**src/rtl/pcs_pkg.sv**
```systemverilog
`timescale 1ns / 1ps
package pcs_pkg;

    localparam int SAMPLE_W   = 24;
    localparam int SUM_W      = 40;
    localparam int SQ_W       = 64;
    localparam int CNT_OUT_W  = 17;
    localparam int COEF_W     = 32;
    localparam int ST_W       = 2;
    localparam int VW         = 82;
    localparam int MW         = 80;
    localparam int PW         = 2 * MW;
    localparam int QW         = 61;
    localparam int RW         = QW + 1;
    localparam int ROOT_STEPS = RW / 2;
    localparam int STEP_W     = $clog2(MW + 1);

    typedef logic [ST_W-1:0] status_t;
    localparam status_t ST_OK    = 2'd0;
    localparam status_t ST_EMPTY = 2'd1;
    localparam status_t ST_FLAT  = 2'd2;
    localparam status_t ST_OVF   = 2'd3;

    typedef enum logic [2:0] {
        MS_N_SAB,
        MS_SA_SB,
        MS_N_SAA,
        MS_SA_SA,
        MS_N_SBB,
        MS_SB_SB,
        MS_MAG_MAG,
        MS_VA_VB
    } mul_sel_t;

    typedef struct packed {
        logic     acc_en;
        logic     mul_load;
        logic     mul_step;
        logic     mul_store;
        mul_sel_t sel;
        logic     div_load;
        logic     div_step;
        logic     root_load;
        logic     root_step;
        logic     finish;
    } dp_cmd_t;

    typedef struct packed {
        logic out_free;
    } dp_stat_t;

    function automatic logic [MW-1:0] mag_of(input logic signed [VW-1:0] v);
        logic signed [VW-1:0] t;
        t = v[VW-1] ? -v : v;
        return t[MW-1:0];
    endfunction

endpackage

```
**src/rtl/pcs_ctrl.sv**
```systemverilog
`timescale 1ns / 1ps
module pcs_ctrl import pcs_pkg::*;
(
    input  logic     clk,
    input  logic     rst_n,
    input  logic     in_fire,
    input  logic     in_last,
    input  dp_stat_t stat,
    output logic     in_ready,
    output dp_cmd_t  cmd
);

    typedef enum logic [8:0] {
        S_ACCUM  = 9'b000000001,
        S_MLOAD  = 9'b000000010,
        S_MRUN   = 9'b000000100,
        S_MSTORE = 9'b000001000,
        S_DLOAD  = 9'b000010000,
        S_DRUN   = 9'b000100000,
        S_RLOAD  = 9'b001000000,
        S_RRUN   = 9'b010000000,
        S_FINISH = 9'b100000000
    } state_t;

    state_t            state_reg, state_next;
    mul_sel_t          sel_reg, sel_next;
    logic [STEP_W-1:0] step_reg, step_next;

    always_comb
    begin
        state_next = state_reg;
        sel_next   = sel_reg;
        step_next  = step_reg;
        in_ready   = 1'b0;
        cmd        = '0;
        cmd.sel    = sel_reg;
        unique case (state_reg)
            S_ACCUM:
            begin
                in_ready   = 1'b1;
                cmd.acc_en = in_fire;
                if (in_fire && in_last)
                begin
                    sel_next   = MS_N_SAB;
                    state_next = S_MLOAD;
                end
            end
            S_MLOAD:
            begin
                cmd.mul_load = 1'b1;
                step_next    = '0;
                state_next   = S_MRUN;
            end
            S_MRUN:
            begin
                cmd.mul_step = 1'b1;
                step_next    = step_reg + STEP_W'(1);
                if (step_reg == STEP_W'(MW - 1))
                    state_next = S_MSTORE;
            end
            S_MSTORE:
            begin
                cmd.mul_store = 1'b1;
                if (sel_reg == MS_VA_VB)
                    state_next = S_DLOAD;
                else
                begin
                    sel_next   = mul_sel_t'(sel_reg + 3'd1);
                    state_next = S_MLOAD;
                end
            end
            S_DLOAD:
            begin
                cmd.div_load = 1'b1;
                step_next    = '0;
                state_next   = S_DRUN;
            end
            S_DRUN:
            begin
                cmd.div_step = 1'b1;
                step_next    = step_reg + STEP_W'(1);
                if (step_reg == STEP_W'(QW - 1))
                    state_next = S_RLOAD;
            end
            S_RLOAD:
            begin
                cmd.root_load = 1'b1;
                step_next     = '0;
                state_next    = S_RRUN;
            end
            S_RRUN:
            begin
                cmd.root_step = 1'b1;
                step_next     = step_reg + STEP_W'(1);
                if (step_reg == STEP_W'(ROOT_STEPS - 1))
                    state_next = S_FINISH;
            end
            S_FINISH:
            begin
                if (stat.out_free)
                begin
                    cmd.finish = 1'b1;
                    state_next = S_ACCUM;
                end
            end
            default:
            begin
                state_next = S_ACCUM;
            end
        endcase
    end

    always_ff @(posedge clk or negedge rst_n)
    begin
        if (!rst_n)
        begin
            state_reg <= S_ACCUM;
            sel_reg   <= MS_N_SAB;
            step_reg  <= '0;
        end
        else
        begin
            state_reg <= state_next;
            sel_reg   <= sel_next;
            step_reg  <= step_next;
        end
    end

endmodule

```
**config.mk**
```make
export PLATFORM = sky130hd
export DESIGN_NAME = pcs_ctrl
export DESIGN_NICKNAME = d
export VERILOG_FILES = /design/src/rtl/pcs_pkg.sv /design/src/rtl/pcs_ctrl.sv
export SDC_FILE = /design/constraint.sdc
export NUM_CORES = 1
export LEC_CHECK = 0
export BUFFER_PORTS_ARGS = -buffer_cell sky130_fd_sc_hd__buf_2
export CELL_PAD_IN_SITES_DETAIL_PLACEMENT = 1
export CELL_PAD_IN_SITES_GLOBAL_PLACEMENT = 1
export CORE_AREA = 2 2 55 57
export DETAILED_ROUTE_END_ITERATION = 10
export DIE_AREA = 0 0 57 59
export PLACE_DENSITY_LB_ADDON = 0.1
export SYNTH_ARGS = -nofsm -noshare
export SYNTH_HDL_FRONTEND = slang
export SYNTH_SLANG_ARGS = --single-unit
```
**constraint.sdc**
```tcl
create_clock -name clk -period 3.34 [get_ports clk]
set_input_delay 0.835 -clock clk [delete_from_list [all_inputs] [get_ports clk]]
set_output_delay 0.835 -clock clk [all_outputs]
set_load 0.005 [all_outputs]
```
==> impl_metrics.yaml, run 1 <==
timing:
  layout_min_cycle_time_ns: 3.01
  skew_ns: 0.00432
  relSlewSlack: 0.655
  fin_crit_sh: 0.900
  hold-worst-slack_ns: 0.473
  worstMarginPinSlew_ns: 0.511
  fin_setup_tns_ns: 0
  setup_violations: 0
  slew_viol_final: 0
  hold_viol_final: 0
  max_freq_mhz: 333
  grt_setup_unrepaired: "no"
place:
  place_area_mm2: 0.00131
  gp_congestion: 0.717
  io_buffers: 17
  dp_hpwl_um: 2190
power:
  leakage_uw: 0.000683
  irDropWorstVdd_mv: 0.296
  total_power_uw: 643
  powerDensity_mw_per_mm2: 482
synth:
  postSynthCellCount: 133
  ys_seq_area_frac: 0.398
  netlist_top_cells_area: "dfrtp_1, ha_1, o21ai_0"
  synth_area_mm2: 0.00120
  yosysTopAreaCell: "dfrtp_1"
  synth_warnings: 0
  syn-num-nets: 143
  avgSynthCellArea_um2: 9.00
  yosysTopAreaCellShare: 0.376
  ys_seq_elements: 19
  synthDistinctLibCells: 41
grt:
  grt-ovfl-total: 0
  track_usage: 0.190
  grt_start_max_net_pins: 20
  antenna_found_initial: 0
  grt_pass1_wl_um: 5020
  grt_pass1_vias: 1063
worst_setup_path:
  rr_worst_depth: 5
  arrival_ns: 2.17
  path_max_fanout: 11
  crit_required_ns: 2.50
  rr_startpoint: "state_reg[5]"
  r2r_setup_slack_ns: 1.14
  critPathKind: "register to output pin"
  startpoint: "state_reg[5]"
  r2r_end: "state_reg[8]"
  crit_path_end_kind: "output pin"
  start_kind: "register"
  endpoint: "cmd[8]"
final_layout:
  drive_gt1_frac: 0.199
  layout_commonest_cell: "dfrtp_1"
  largest_reg_flops: 9
  nNetsFinal: 162
  area_growth_pct: 11.4
  postLayoutCellArea_mm2: 0.00133
  mostFrequentLayoutCells: "dfrtp_1, buf_2, nor2_1"
  fillers: 337
  antenna_cells: 0
die:
  die_width_um: 57
  core_mm2: 0.00271
  fp.dieH_um: 59
  die-area_mm2: 0.00336
  io_pins: 18
  start_util: 0.442
  rows: 19
route:
  wl_per_cell_um: 15.4
  via_per_inst: 5.70
  vias: 1037
  drc_errors: 0
  routed_wl_um: 2810
  first_pass_iters: 4
  drt_iter0_markers: 33
  ant_nets: 0
run:
  drv_cap: 0
clocking:
  ctsLongestPathBuffers: 2
  cts_buffers: 3
  cts.htree.levels: 1
  clock-sinks: 19
  clock_latency_ns: 0.29
  cts_tree: "done"
  ctsRootBufferMaster: "clkbuf_4"
  ctsResizeCount: 0
  clk_pin_slew_ns: 0.11
  hold_buffers: 0
  cts_setup_buffers: 0
status:
  run_status: "complete, no violations"
min_path:
  hp-class: "input port to asynchronous set/reset pin"
[critical path, cell delays in order, from the launching register on]
cell,delay [ns]
dfrtp_1,0.51
or4_4,0.63
or4_4,0.48
nor2_1,0.14
buf_2,0.13
[power breakdown]
group	total (µW)	leakage (µW)	switching, µW	internal (µW)
Combinational	230	0.000408	133	97.5
Clock	115	0.0000150	68.6	46.4
Sequential	298	0.000260	38.0	260
Total	643	0.000683	239	404
[worst min-delay path by stage]
stage           startpoint           end  slack, ns  cells past startpoint
2_1_floorplan  step_reg[3]   step_reg[3]       0.48                      1
3_3_place_gp    sel_reg[0]    sel_reg[0]       0.48                      1
3_5_place_dp    sel_reg[0]    sel_reg[0]       0.50                      1
4_1_cts              rst_n  state_reg[8]       0.48                      1
5_1_grt              rst_n  state_reg[3]       0.48                      1
6_report             rst_n  state_reg[3]       0.47                      1
[kinds of logic (layout without fill, tap and decap cells)]
logic type,after synthesis,count (layout),synth area share
fa+ha+maj,5,5,0.0522
flops,19,19,0.398
simple gates,66,66,0.335
compound gates,28,28,0.150
buf+inv,13,31,0.0491
xor+xnor,2,2,0.0146
[per-stage QoR]
step,util,cells,worst slack [ns]
after global placement,0.482,178,0.714
after detailed placement,0.482,178,0.663
after CTS,0.492,182,0.317
after floorplan,-,133,0.855
final,0.492,182,0.333
after global routing,0.492,182,0.225
[cell usage after synthesis (all sizes together)]
library cell / number
clkbuf: 2
or3b: 2
nor3: 5
a311oi: 1
ha: 5
a21o: 3
buf: 3
inv: 8
o32ai: 1
or4: 3
a22o: 2
o22ai: 2
or2: 1
nor2: 13
nand2: 9
nor4: 3
a21oi: 3
or3: 2
nand2b: 6
nand4: 1
dfrtp: 18
dfstp: 1
o31ai: 2
and3: 4
and2: 1
o21ai: 12
o21a: 1
nor4b: 2
nand3: 4
o2111ai: 1
nor3b: 3
xnor2: 1
nor2b: 6
xor2: 1
and4b: 1
[final cells by class]
type | count | area [µm²] | area share
clock buffers | 4 | 26.3 | 0.0197
inverters | 8 | 30.0 | 0.0225
multi-input cells | 101 | 662 | 0.496
flip-flops and latches | 19 | 477 | 0.357
well taps | 31 | 38.8 | 0.0291
repair buffers | 19 | 100 | 0.0750
[layer usage]
| metal | track usage | up-vias | share of wire |
|---|---|---|---|
| li1 | - | 511 | - |
| met1 | 0.270 | 508 | 0.49 |
| met2 | 0.307 | 16 | 0.47 |
| met3 | 0.0306 | 2 | 0.030 |
| met4 | 0.0432 | 0 | 0.0060 |
| met5 | 0 | - | 0 |
No activity file was read; power rests on OpenSTA's default activity.
==> inputs of run 2 (changes only) <==
- REMOVE_ABC_BUFFERS: not set -> 1
==> impl_metrics.yaml, run 2 (synthesized netlist as in run 1, its figures left out) <==
grt:
  antenna_found_initial: 0
  grt_pass1_vias: 1103
  grt-ovfl-total: 0
  track_usage: 0.191
  grt_pass1_wl_um: 5000
  grt_start_max_net_pins: 20
timing:
  relSlewSlack: 0.671
  layout_min_cycle_time_ns: 3.04
  fin_setup_tns_ns: 0
  grt_setup_unrepaired: "no"
  hold_viol_final: 0
  setup_violations: 0
  slew_viol_final: 0
  worstMarginPinSlew_ns: 0.487
  skew_ns: 0.00368
  fin_crit_sh: 0.911
  max_freq_mhz: 329
  hold-worst-slack_ns: 0.464
die:
  die_width_um: 57
  fp.dieH_um: 59
  die-area_mm2: 0.00336
  start_util: 0.442
  io_pins: 18
  rows: 19
  core_mm2: 0.00271
min_path:
  hp-class: "input port to asynchronous set/reset pin"
clocking:
  cts_setup_buffers: 0
  cts_buffers: 3
  cts.htree.levels: 1
  clock-sinks: 19
  cts_tree: "done"
  clk_pin_slew_ns: 0.11
  ctsResizeCount: 0
  ctsRootBufferMaster: "clkbuf_4"
  hold_buffers: 0
  clock_latency_ns: 0.30
  ctsLongestPathBuffers: 2
final_layout:
  register_area_um2: 477
  layout_commonest_cell: "dfrtp_1"
  area_growth_pct: 11.5
  drive_gt1_frac: 0.205
  largest_reg_flops: 9
  fillers: 351
  antenna_cells: 0
  mostFrequentLayoutCells: "dfrtp_1, buf_2, nor2_1"
  multi_input_area_um2: 662
  nNetsFinal: 162
worst_setup_path:
  startpoint: "state_reg[5]"
  rr_worst_depth: 5
  path_max_fanout: 11
  crit_chain: "or4_4 > or4_4 > nor2_1 > buf_2"
  crit_cells: 4
  rr_startpoint: "state_reg[5]"
  crit_required_ns: 2.50
  crit_path_end_kind: "output pin"
  cp_common_cell: "or4_4"
  start_kind: "register"
  crit_buf_inv: 1
  arrival_ns: 2.21
  slowest_delay_ns: 0.62
  cpMaxStageDelayCell: "or4_4"
  critPathKind: "register to output pin"
  cp_top_family: "simple AND/OR/NAND/NOR gates"
route:
  vias: 1065
  ant_nets: 0
  route.met2.wl_um: 1480
  wl_met1_um: 1370
  via_per_inst: 5.85
  top_layer: "met4"
  routed_wl_um: 2950
  drc_errors: 0
  drt_iter0_markers: 23
  wl_met3_um: 78
  wl_per_cell_um: 16.2
  first_pass_iters: 4
power:
  p_sw_frac: 0.383
  irDropWorstVdd_mv: 0.347
  p_switching_uw: 250
  p_int_uw: 402
  p_clk_frac: 0.182
  powerDensity_mw_per_mm2: 488
  p_seq_frac: 0.458
  combinationalPowerShare: 0.360
  leakage_uw: 0.000685
place:
  io_buffers: 17
  dp_hpwl_um: 2280
  gp_congestion: 0.731
run:
  drv_cap: 0
status:
  run_status: "complete, no violations"
-- run 2: final cells by class --
cell class                      count  area share
Multi-Input combinational cell    101       0.496
Sequential cell                    19       0.357
Timing Repair Buffer               19      0.0750
Tap cell                           31      0.0291
Inverter                            8      0.0225
Clock buffer                        3      0.0169
Clock inverter                      1     0.00375
-- run 2: per-layer routing --
metal / vias to the layer above / track usage
met4: 0 / 0.0565
li1: 509 / -
met3: 2 / 0.0262
met1: 537 / 0.235
met2: 17 / 0.350
met5: - / 0
-- run 2: power groups by stage --
stage          Clock [µW]  Combinational, µW  Sequential, µW
6_report              119                234             298
5_1_grt               131                265             303
4_1_cts               125                237             298
3_5_place_dp            0                234             303
3_3_place_gp            0                223             299
2_1_floorplan           0                157             292
-- run 2: stage by stage --
stage	instances	total power [µW]	utilization	setup slack [ns]	area (µm²)
after floorplan	128	449	-	0.844	1170
after global placement	178	522	0.482	0.711	1310
after detailed placement	178	538	0.482	0.627	1310
after CTS	182	660	0.493	0.288	1340
after global routing	182	699	0.493	0.162	1340
final	182	651	0.493	0.298	1340
-- run 2: final timing paths --
check | slack (ns) | endpoint
max reg2reg | 1.07 | state_reg[8]
max | 0.30 | cmd[8]
min | 0.46 | state_reg[6]
min in group clk | 0.51 | sel_reg[0]
max in group asynchronous | 2.54 | state_reg[0]
min reg2reg | 0.51 | sel_reg[0]
